--- src/sv/nps_pkg.sv ---
package nps_pkg;

    // Job table size and derived index widths
    localparam int MAX_PROCS = 16;
    localparam int IDX_W     = (MAX_PROCS > 1) ? $clog2(MAX_PROCS) : 1;
    localparam int CNT_W     = $clog2(MAX_PROCS + 1);

    // Field widths
    localparam int ARR_W  = 16;
    localparam int BUR_W  = 16;
    localparam int PRI_W  = 8;
    localparam int ID_W   = 5;
    localparam int TIME_W = 21;

    typedef enum logic [1:0] {
        ST_LOAD,
        ST_SCAN,
        ST_DECIDE,
        ST_EMIT
    } t_state;

    // One job table entry
    typedef struct packed {
        logic [ARR_W-1:0] arrival;
        logic [BUR_W-1:0] burst;
        logic [PRI_W-1:0] prio;
    } t_entry;

    // Write port of the job table
    typedef struct packed {
        logic             en;
        logic [IDX_W-1:0] addr;
        t_entry           data;
    } t_tbl_wr;

endpackage

--- src/sv/nps_job_if.sv ---
interface nps_job_if;
    logic                     valid;
    logic                     ready;
    logic [nps_pkg::ARR_W-1:0] arrival_time;
    logic [nps_pkg::BUR_W-1:0] burst_time;
    logic [nps_pkg::PRI_W-1:0] priority_level;
    logic                     last_process;

    modport source (
        output valid, arrival_time, burst_time, priority_level, last_process,
        input  ready
    );
    modport sink (
        input  valid, arrival_time, burst_time, priority_level, last_process,
        output ready
    );
endinterface

--- src/sv/nps_res_if.sv ---
interface nps_res_if;
    logic                      valid;
    logic                      ready;
    logic [nps_pkg::ID_W-1:0]   process_id;
    logic [nps_pkg::TIME_W-1:0] completion_time;
    logic [nps_pkg::TIME_W-1:0] turnaround_time;
    logic [nps_pkg::TIME_W-1:0] waiting_time;
    logic                      last_result;

    modport source (
        output valid, process_id, completion_time, turnaround_time, waiting_time,
               last_result,
        input  ready
    );
    modport sink (
        input  valid, process_id, completion_time, turnaround_time, waiting_time,
               last_result,
        output ready
    );
endinterface

--- src/sv/nps_tbl.sv ---
module nps_tbl (
    input  logic                    i_clk,
    input  nps_pkg::t_tbl_wr        i_wr,
    input  logic [nps_pkg::IDX_W-1:0] i_rd_addr,
    output nps_pkg::t_entry         o_rd_data
);

    nps_pkg::t_entry mem [nps_pkg::MAX_PROCS];
    nps_pkg::t_entry r_rd_data;

    // Write one entry per beat
    always_ff @(posedge i_clk) begin
        if (i_wr.en) begin
            mem[i_wr.addr] <= i_wr.data;
        end
    end

    // Registered read
    always_ff @(posedge i_clk) begin
        r_rd_data <= mem[i_rd_addr];
    end

    assign o_rd_data = r_rd_data;

endmodule

--- src/sv/nonpreemptive_priority_scheduler_top.sv ---
// Load: one job per cycle while loading; a beat with last_process set starts the schedule.
// Schedule: each decision scans the job table through its registered read port, then
// takes a decide step and an emit step; where no stored job has arrived yet, time jumps
// ahead to the earliest pending arrival and the table is scanned again.
// Input is stalled while a set is scheduled; results leave through an output register.
// Reset (synchronous, active low) clears control state; table contents are not cleared.
module nonpreemptive_priority_scheduler_top (
    input  logic       i_clk,
    input  logic       i_rst_n,
    nps_job_if.sink    i_job,
    nps_res_if.source  o_res
);

    nps_pkg::t_state                 r_state, n_state;
    logic [nps_pkg::CNT_W-1:0]       r_cnt, n_cnt;
    logic [nps_pkg::CNT_W-1:0]       r_done, n_done;
    logic [nps_pkg::TIME_W-1:0]      r_time, n_time;
    logic [nps_pkg::MAX_PROCS-1:0]   r_fin, n_fin;
    logic [nps_pkg::CNT_W-1:0]       r_rd_ptr, n_rd_ptr;
    logic                            r_rd_vld, n_rd_vld;
    logic [nps_pkg::IDX_W-1:0]       r_rd_idx, n_rd_idx;
    logic                            r_found, n_found;
    logic                            r_any, n_any;
    logic [nps_pkg::IDX_W-1:0]       r_pick, n_pick;
    logic [nps_pkg::PRI_W-1:0]       r_pick_pri, n_pick_pri;
    logic [nps_pkg::ARR_W-1:0]       r_pick_arr, n_pick_arr;
    logic [nps_pkg::BUR_W-1:0]       r_pick_bur, n_pick_bur;
    logic [nps_pkg::ARR_W-1:0]       r_next_arr, n_next_arr;
    logic [nps_pkg::TIME_W-1:0]      r_wait, n_wait;

    logic                            r_out_vld;
    logic [nps_pkg::ID_W-1:0]        r_out_id;
    logic [nps_pkg::TIME_W-1:0]      r_out_cmp;
    logic [nps_pkg::TIME_W-1:0]      r_out_tat;
    logic [nps_pkg::TIME_W-1:0]      r_out_wait;
    logic                            r_out_last;

    nps_pkg::t_tbl_wr                tbl_wr;
    nps_pkg::t_entry                 rd_data;
    logic                            in_beat;
    logic                            rd_issue;
    logic                            scan_end;
    logic                            emit_go;
    logic                            emit_last;
    logic [nps_pkg::TIME_W-1:0]      arr_ext;

    // Job table
    nps_tbl u_tbl (
        .i_clk     (i_clk),
        .i_wr      (tbl_wr),
        .i_rd_addr (r_rd_ptr[nps_pkg::IDX_W-1:0]),
        .o_rd_data (rd_data)
    );

    // Handshake and phase conditions
    assign i_job.ready = (r_state == nps_pkg::ST_LOAD);
    assign in_beat     = i_job.valid && i_job.ready;
    assign rd_issue    = (r_state == nps_pkg::ST_SCAN) && (r_rd_ptr != r_cnt);
    assign scan_end    = (r_rd_ptr == r_cnt) && !r_rd_vld;
    assign emit_go     = (r_state == nps_pkg::ST_EMIT) && (!r_out_vld || o_res.ready);
    assign emit_last   = ((r_done + nps_pkg::CNT_W'(1)) == r_cnt);
    assign arr_ext     = nps_pkg::TIME_W'(rd_data.arrival);

    // Store a job while the table has room
    always_comb begin
        tbl_wr.en         = in_beat && (r_cnt < nps_pkg::CNT_W'(nps_pkg::MAX_PROCS));
        tbl_wr.addr       = r_cnt[nps_pkg::IDX_W-1:0];
        tbl_wr.data.arrival = i_job.arrival_time;
        tbl_wr.data.burst   = i_job.burst_time;
        tbl_wr.data.prio    = i_job.priority_level;
    end

    // Next state
    always_comb begin
        n_state = r_state;
        case (r_state)
            nps_pkg::ST_LOAD: begin
                if (in_beat && i_job.last_process) begin
                    n_state = nps_pkg::ST_SCAN;
                end
            end
            nps_pkg::ST_SCAN: begin
                if (scan_end) begin
                    n_state = nps_pkg::ST_DECIDE;
                end
            end
            nps_pkg::ST_DECIDE: begin
                n_state = r_found ? nps_pkg::ST_EMIT : nps_pkg::ST_SCAN;
            end
            nps_pkg::ST_EMIT: begin
                if (emit_go) begin
                    n_state = emit_last ? nps_pkg::ST_LOAD : nps_pkg::ST_SCAN;
                end
            end
            default: n_state = nps_pkg::ST_LOAD;
        endcase
    end

    // Datapath next values
    always_comb begin
        n_cnt      = r_cnt;
        n_done     = r_done;
        n_time     = r_time;
        n_fin      = r_fin;
        n_rd_ptr   = r_rd_ptr;
        n_rd_vld   = rd_issue;
        n_rd_idx   = r_rd_ptr[nps_pkg::IDX_W-1:0];
        n_found    = r_found;
        n_any      = r_any;
        n_pick     = r_pick;
        n_pick_pri = r_pick_pri;
        n_pick_arr = r_pick_arr;
        n_pick_bur = r_pick_bur;
        n_next_arr = r_next_arr;
        n_wait     = r_wait;

        case (r_state)
            nps_pkg::ST_LOAD: begin
                if (tbl_wr.en) begin
                    n_cnt = r_cnt + nps_pkg::CNT_W'(1);
                end
                n_rd_ptr = '0;
                n_found  = 1'b0;
                n_any    = 1'b0;
            end
            nps_pkg::ST_SCAN: begin
                if (rd_issue) begin
                    n_rd_ptr = r_rd_ptr + nps_pkg::CNT_W'(1);
                end
                // Fold one returned entry into the running minimums
                if (r_rd_vld && !r_fin[r_rd_idx]) begin
                    n_any = 1'b1;
                    if (!r_any || (rd_data.arrival < r_next_arr)) begin
                        n_next_arr = rd_data.arrival;
                    end
                    if ((arr_ext <= r_time) && (!r_found || (rd_data.prio < r_pick_pri))) begin
                        n_found    = 1'b1;
                        n_pick     = r_rd_idx;
                        n_pick_pri = rd_data.prio;
                        n_pick_arr = rd_data.arrival;
                        n_pick_bur = rd_data.burst;
                    end
                end
            end
            nps_pkg::ST_DECIDE: begin
                if (r_found) begin
                    // Start time minus arrival is the waiting time
                    n_wait = r_time - nps_pkg::TIME_W'(r_pick_arr);
                    n_time = r_time + nps_pkg::TIME_W'(r_pick_bur);
                end else begin
                    // Idle: jump to the earliest pending arrival and rescan
                    n_time = nps_pkg::TIME_W'(r_next_arr);
                end
                n_rd_ptr = '0;
                n_found  = 1'b0;
                n_any    = 1'b0;
            end
            nps_pkg::ST_EMIT: begin
                if (emit_go) begin
                    if (emit_last) begin
                        n_cnt  = '0;
                        n_done = '0;
                        n_time = '0;
                        n_fin  = '0;
                    end else begin
                        n_done        = r_done + nps_pkg::CNT_W'(1);
                        n_fin[r_pick] = 1'b1;
                    end
                end
            end
            default: ;
        endcase
    end

    // Control registers
    always_ff @(posedge i_clk) begin
        if (!i_rst_n) begin
            r_state  <= nps_pkg::ST_LOAD;
            r_cnt    <= '0;
            r_done   <= '0;
            r_time   <= '0;
            r_fin    <= '0;
            r_rd_ptr <= '0;
            r_rd_vld <= 1'b0;
            r_found  <= 1'b0;
            r_any    <= 1'b0;
        end else begin
            r_state  <= n_state;
            r_cnt    <= n_cnt;
            r_done   <= n_done;
            r_time   <= n_time;
            r_fin    <= n_fin;
            r_rd_ptr <= n_rd_ptr;
            r_rd_vld <= n_rd_vld;
            r_found  <= n_found;
            r_any    <= n_any;
        end
    end

    // Scan payload registers
    always_ff @(posedge i_clk) begin
        r_rd_idx   <= n_rd_idx;
        r_pick     <= n_pick;
        r_pick_pri <= n_pick_pri;
        r_pick_arr <= n_pick_arr;
        r_pick_bur <= n_pick_bur;
        r_next_arr <= n_next_arr;
        r_wait     <= n_wait;
    end

    // Output register: load on emit, drop after the beat is taken
    always_ff @(posedge i_clk) begin
        if (!i_rst_n) begin
            r_out_vld <= 1'b0;
        end else if (emit_go) begin
            r_out_vld <= 1'b1;
        end else if (o_res.ready) begin
            r_out_vld <= 1'b0;
        end
    end

    always_ff @(posedge i_clk) begin
        if (emit_go) begin
            r_out_id   <= nps_pkg::ID_W'(r_pick) + nps_pkg::ID_W'(1);
            r_out_cmp  <= r_time;
            r_out_tat  <= r_time - nps_pkg::TIME_W'(r_pick_arr);
            r_out_wait <= r_wait;
            r_out_last <= emit_last;
        end
    end

    assign o_res.valid           = r_out_vld;
    assign o_res.process_id      = r_out_id;
    assign o_res.completion_time = r_out_cmp;
    assign o_res.turnaround_time = r_out_tat;
    assign o_res.waiting_time    = r_out_wait;
    assign o_res.last_result     = r_out_last;

    // Finished flags track the number of results sent in this set
    a_fin_count: assert property (@(posedge i_clk) disable iff (!i_rst_n)
        $countones(r_fin) == int'(r_done))
        else $error("finished flags disagree with result count");

    // A scheduling pass never runs past the stored set
    a_done_bound: assert property (@(posedge i_clk) disable iff (!i_rst_n)
        (r_state != nps_pkg::ST_LOAD) |-> (r_done < r_cnt))
        else $error("result count reached job count while scheduling");

    // The chosen job has not run yet
    a_pick_fresh: assert property (@(posedge i_clk) disable iff (!i_rst_n)
        (r_state == nps_pkg::ST_EMIT) |-> !r_fin[r_pick])
        else $error("picked a finished job");

    // The final result of a set returns the block to loading
    a_set_end: assert property (@(posedge i_clk) disable iff (!i_rst_n)
        (emit_go && emit_last) |=> (r_state == nps_pkg::ST_LOAD) && (r_cnt == '0))
        else $error("set did not close after its last result");

endmodule

--- src/flat_wrapper.sv ---
// flat-port wrapper written by rule: the top's interface ports become plain ports
module nonpreemptive_priority_scheduler_top_flat 
  (i_clk, i_rst_n, i_job_valid, i_job_arrival_time, i_job_burst_time, i_job_priority_level, i_job_last_process, i_job_ready, o_res_valid, o_res_process_id, o_res_completion_time, o_res_turnaround_time, o_res_waiting_time, o_res_last_result, o_res_ready);
  nps_job_if i_job_i ();
  nps_res_if o_res_i ();
  input  logic i_clk;
  input  logic i_rst_n;
  input wire logic [$bits(i_job_i.valid)-1:0] i_job_valid;
  input wire logic [$bits(i_job_i.arrival_time)-1:0] i_job_arrival_time;
  input wire logic [$bits(i_job_i.burst_time)-1:0] i_job_burst_time;
  input wire logic [$bits(i_job_i.priority_level)-1:0] i_job_priority_level;
  input wire logic [$bits(i_job_i.last_process)-1:0] i_job_last_process;
  output wire logic [$bits(i_job_i.ready)-1:0] i_job_ready;
  output wire logic [$bits(o_res_i.valid)-1:0] o_res_valid;
  output wire logic [$bits(o_res_i.process_id)-1:0] o_res_process_id;
  output wire logic [$bits(o_res_i.completion_time)-1:0] o_res_completion_time;
  output wire logic [$bits(o_res_i.turnaround_time)-1:0] o_res_turnaround_time;
  output wire logic [$bits(o_res_i.waiting_time)-1:0] o_res_waiting_time;
  output wire logic [$bits(o_res_i.last_result)-1:0] o_res_last_result;
  input wire logic [$bits(o_res_i.ready)-1:0] o_res_ready;
  assign i_job_i.valid = i_job_valid;
  assign i_job_i.arrival_time = i_job_arrival_time;
  assign i_job_i.burst_time = i_job_burst_time;
  assign i_job_i.priority_level = i_job_priority_level;
  assign i_job_i.last_process = i_job_last_process;
  assign i_job_ready = i_job_i.ready;
  assign o_res_valid = o_res_i.valid;
  assign o_res_process_id = o_res_i.process_id;
  assign o_res_completion_time = o_res_i.completion_time;
  assign o_res_turnaround_time = o_res_i.turnaround_time;
  assign o_res_waiting_time = o_res_i.waiting_time;
  assign o_res_last_result = o_res_i.last_result;
  assign o_res_i.ready = o_res_ready;
  nonpreemptive_priority_scheduler_top u_core (.i_clk(i_clk), .i_rst_n(i_rst_n), .i_job(i_job_i), .o_res(o_res_i));
endmodule
--- config.mk ---
export PLATFORM = sky130hd
export DESIGN_NAME = nonpreemptive_priority_scheduler_top_flat
export DESIGN_NICKNAME = d
export VERILOG_FILES = /design/src/sv/nps_pkg.sv /design/src/sv/nps_job_if.sv /design/src/sv/nps_res_if.sv /design/src/sv/nps_tbl.sv /design/src/sv/nonpreemptive_priority_scheduler_top.sv /design/src/flat_wrapper.sv
export SDC_FILE = /design/constraint.sdc
export NUM_CORES = 1
export LEC_CHECK = 0
export ABC_CLOCK_PERIOD_IN_PS = 7200
export BUFFER_PORTS_ARGS = -buffer_cell sky130_fd_sc_hd__buf_2
export CORE_MARGIN = 4
export CORE_UTILIZATION = 34
export CTS_CLUSTER_SIZE = 24
export DETAILED_ROUTE_END_ITERATION = 7
export PLACE_DENSITY = 0.48
export SLEW_MARGIN = 20
export SYNTH_ARGS = -nofsm -noshare
export SYNTH_HDL_FRONTEND = slang
export SYNTH_SLANG_ARGS = --single-unit
export TNS_END_PERCENT = 20
--- constraint.sdc ---
create_clock -name i_clk -period 7.2 [get_ports i_clk]
set_clock_uncertainty 0.2 [all_clocks]
set_input_delay 1.8 -clock i_clk [delete_from_list [all_inputs] [get_ports i_clk]]
set_output_delay 1.8 -clock i_clk [all_outputs]
set_load 0.01 [all_outputs]
==> impl_metrics.env <==
export IMPL_core_sq_um=101000
export IMPL_slew_viol_final=0
export IMPL_crit_chain="buf_2 -> nor4b_1 -> buf_4 -> nand2_1 -> nor2_4 -> buf_4"
export IMPL_final_cell_mix="790 x edfxtp_1, 201 x mux4_2, 115 x buf_2"
export IMPL_worstPathBufferInverterCount=3
export IMPL_final_setup_viol_count=0
export IMPL_crit_path_top_delay_cell="nor2_4"
export IMPL_totalPowerFinal_w=0.0110
export IMPL_hold_violations=0
export IMPL_netlist_area_sq_um=34700
export IMPL_synth_compound_area_share_pct=3.41
export IMPL_post_cts_resized=0
export IMPL_crit_type="in2reg"
export IMPL_status="completed"
export IMPL_hold_class="reg2reg"
export IMPL_synth_seq_cells=892
export IMPL_critPathLaunchType="input pin"
export IMPL_timing_critical_path_mode_cell="buf_4"
export IMPL_p_seq_share_pct=52.1
export IMPL_yosys_warnings=0
export IMPL_pwr_share_clk_pct=44.5
export IMPL_cp_top_family="simple AND/OR/NAND/NOR gates"
export IMPL_hold_path_depth=0
export IMPL_drive_gt1_share_pct=25.5
export IMPL_switchingPower_w=0.00232
export IMPL_finalCritPeriodShare_pct=53.3
export IMPL_synthFlopType="edfxtp_1"
export IMPL_timing_fmax_mhz=261
export IMPL_synth_adder_area_share_pct=3.00
export IMPL_vdd_drop_max_v=0.000185
export IMPL_p_per_area_nw_per_um2=273
export IMPL_netlist_instances=1775
export IMPL_synth_seq_area_share_pct=74.2
export IMPL_finish_utilization_pct=40.1
export IMPL_grt_max_degree=107
export IMPL_worstHoldEndpoint="u_core.r_pick_bur[14]"
export IMPL_hpwl_mm=51.2
export IMPL_cp_arrival_ns=3.97
export IMPL_required_ns=7.33
export IMPL_cts_sinks=892
export IMPL_period_minus_slack_ns=3.84
export IMPL_worst_setup_path_end_kind="flop"
export IMPL_relSlewSlack_pct=28.0
export IMPL_routed_wl_mm=79.9
export IMPL_worstRegToRegCells=5
export IMPL_cts_made_buffers=96
export IMPL_place_congestion=0.787
export IMPL_synthMuxAreaShare_pct=13.6
export IMPL_placed_cells=3212
export IMPL_syn2layout_area_growth_pct=16.4
export IMPL_reg2reg_from="u_core.r_rd_idx[0]"
export IMPL_grt_overflow=0
export IMPL_tightest_slew_ns=1.08
export IMPL_dieArea_sq_um=107000
export IMPL_layout_commonest_cell="edfxtp_1"
export IMPL_cts_clk_slew_worst_paths_ns=0.06
export IMPL_start_util_pct=34.5
export IMPL_slowest_delay_ns=0.88
export IMPL_synthesis_nets=1902
export IMPL_cts_buffer_depth=3
export IMPL_die_w_um=327
export IMPL_layout_cells_non_filler=3396
export IMPL_synth_simple_area_share_pct=2.94
export IMPL_maxCapViolations=0
export IMPL_clock_insertion_delay_worst_skew_ns=0.66
export IMPL_power_leakage_nw=13.1
export IMPL_r2r_setup_slack_ns=3.56
export IMPL_cts_hold_buf=0
export IMPL_p_sw_share_pct=21.1
export IMPL_wl_per_cell_um=23.5
export IMPL_synth_cell_type_count=62
export IMPL_antenna_left=0
export IMPL_grt_pass1_vias=17700
export IMPL_nets=2081
export IMPL_antenna_found_initial=17
export IMPL_hold_start="u_core.u_tbl.o_rd_data[22]"
export IMPL_rsz0062_at_grt="false"
export IMPL_synth_edf_count=790
export IMPL_crit_fanout=24
export IMPL_grt_first_pass_wirelength_mm=118
export IMPL_drt_iter0_drc=1348
export IMPL_r2r_end="u_core.r_next_arr[0]"
export IMPL_synth_top_family_by_area="multiplexers"
export IMPL_post_cts_buffers=0
export IMPL_p_int_w=0.00870
export IMPL_die_y_um=327
export IMPL_row_count=116
export IMPL_via_per_inst=4.99
export IMPL_pwr_share_comb_pct=3.4
export IMPL_postSynth_asyncResetShare_pct=0
export IMPL_num_vias=17000
export IMPL_track_usage_pct=14.9
export IMPL_post_route_drc_count=0
export IMPL_cts_root_buffer="clkbuf_16"
export IMPL_synth_area_per_cell_sq_um=19.6
export IMPL_io_buffer_count=115
export IMPL_tns_ns=0
export IMPL_cts_tree="done"
export IMPL_dr_pass1_iters=5
export IMPL_synth_xor_area_share_pct=1.24
export IMPL_htreeDepth=3
export IMPL_num_io_pins=116
==> final cells by class <==
class / count / area (sq um)
flip-flops and latches: 892 / 25800
multi-input cells: 741 / 8520
fillers: 9047 / 60300
diodes: 2 / 5.00
repair buffers: 148 / 885
inverters: 75 / 283
well taps: 1357 / 1700
clock inverters: 52 / 577
clock buffers: 129 / 2640
==> metal layers <==
layer | track usage, % | vias to the layer above | part of all wire (%)
li1 | - | 7546 | -
met1 | 20.5 | 8843 | 44
met2 | 24.6 | 438 | 49
met3 | 2.27 | 133 | 4.5
met4 | 4.16 | 0 | 2.4
met5 | 0 | - | 0
==> cells by family after synthesis <==
| kind of cell | after synthesis |
|---|---|
| flip-flops | 892 |
| multiplexers | 214 |
| AND/OR/NAND/NOR | 213 |
| AO/OA/AOI/OAI | 183 |
| buffers and inverters | 142 |
| adder cells (fa/ha/maj) | 82 |
| XOR/XNOR | 49 |
==> registers in the layout, summed over array words and instances (netlist names), 4 cells and up <==
signal and flops:
u_core.r_wait 21, u_core.r_pick 4, u_core.r_fin 16, u_core.u_tbl.mem 640, u_core.r_rd_idx 4, u_core.r_next_arr 16, u_core.r_pick_bur 16, u_core.r_cnt 5
u_core.o_res.process_id 5, u_core.r_rd_ptr 5, u_core.r_done 5, u_core.r_pick_arr 16, u_core.u_tbl.o_rd_data 40, u_core.r_pick_pri 8, u_core.o_res.completion_time 21, u_core.o_res.waiting_time 21
u_core.o_res.turnaround_time 21, u_core.r_time 21
==> power groups by stage <==
stage                     clock, W  sequential, W  combinational (W)
after detailed placement         0        0.00585           0.000385
after floorplan                  0        0.00584           0.000208
after global placement           0        0.00585           0.000376
final                      0.00490        0.00574           0.000375
after CTS                  0.00505        0.00574           0.000386
after global routing       0.00528        0.00575           0.000415
==> synth_stat cells, types with 9 or more instances <==
cell type | instances | area, sq um
nand3_1 | 29 | 145
xor2_1 | 20 | 175
a22oi_1 | 9 | 67.6
a21o_1 | 14 | 105
mux4_2 | 201 | 4530
ha_1 | 80 | 1000
nor2_1 | 78 | 293
xnor2_1 | 29 | 254
o21a_1 | 11 | 82.6
a21oi_1 | 60 | 300
o21ai_0 | 32 | 160
inv_1 | 73 | 274
clkbuf_1 | 48 | 180
buf_1 | 18 | 67.6
nor3_1 | 13 | 65.1
nand2_1 | 37 | 139
nand4_1 | 9 | 56.3
dfxtp_1 | 102 | 2040
edfxtp_1 | 790 | 23700
==> worst max-delay path by stage <==
stage / end / startpoint / depth (start not counted) / slack (ns)
global route: u_core.r_fin[5] / o_res_ready / 8 / 3.05
detailed placement: u_core.u_tbl.mem[8][12] / i_job_valid / 6 / 2.57
global placement: u_core.u_tbl.mem[13][12] / i_job_valid / 6 / 2.67
finish: u_core.u_tbl.mem[8][12] / i_job_valid / 6 / 3.36
floorplan: u_core.u_tbl.mem[3][0] / i_job_valid / 3 / 1.03
CTS: u_core.r_pick_bur[1] / u_core.r_rd_idx[0] / 5 / 2.95
==> per-stage QoR <==
step	setup WS (ns)	instance area, sq um	hold slack [ns]
global route	3.05	40400	0.221
finish	3.36	40400	0.204
detailed placement	2.57	37200	0.193
CTS	2.95	40400	0.207
floorplan	1.03	34700	0.129
global placement	2.67	37100	0.192
Power figures use the tool's default switching activity.
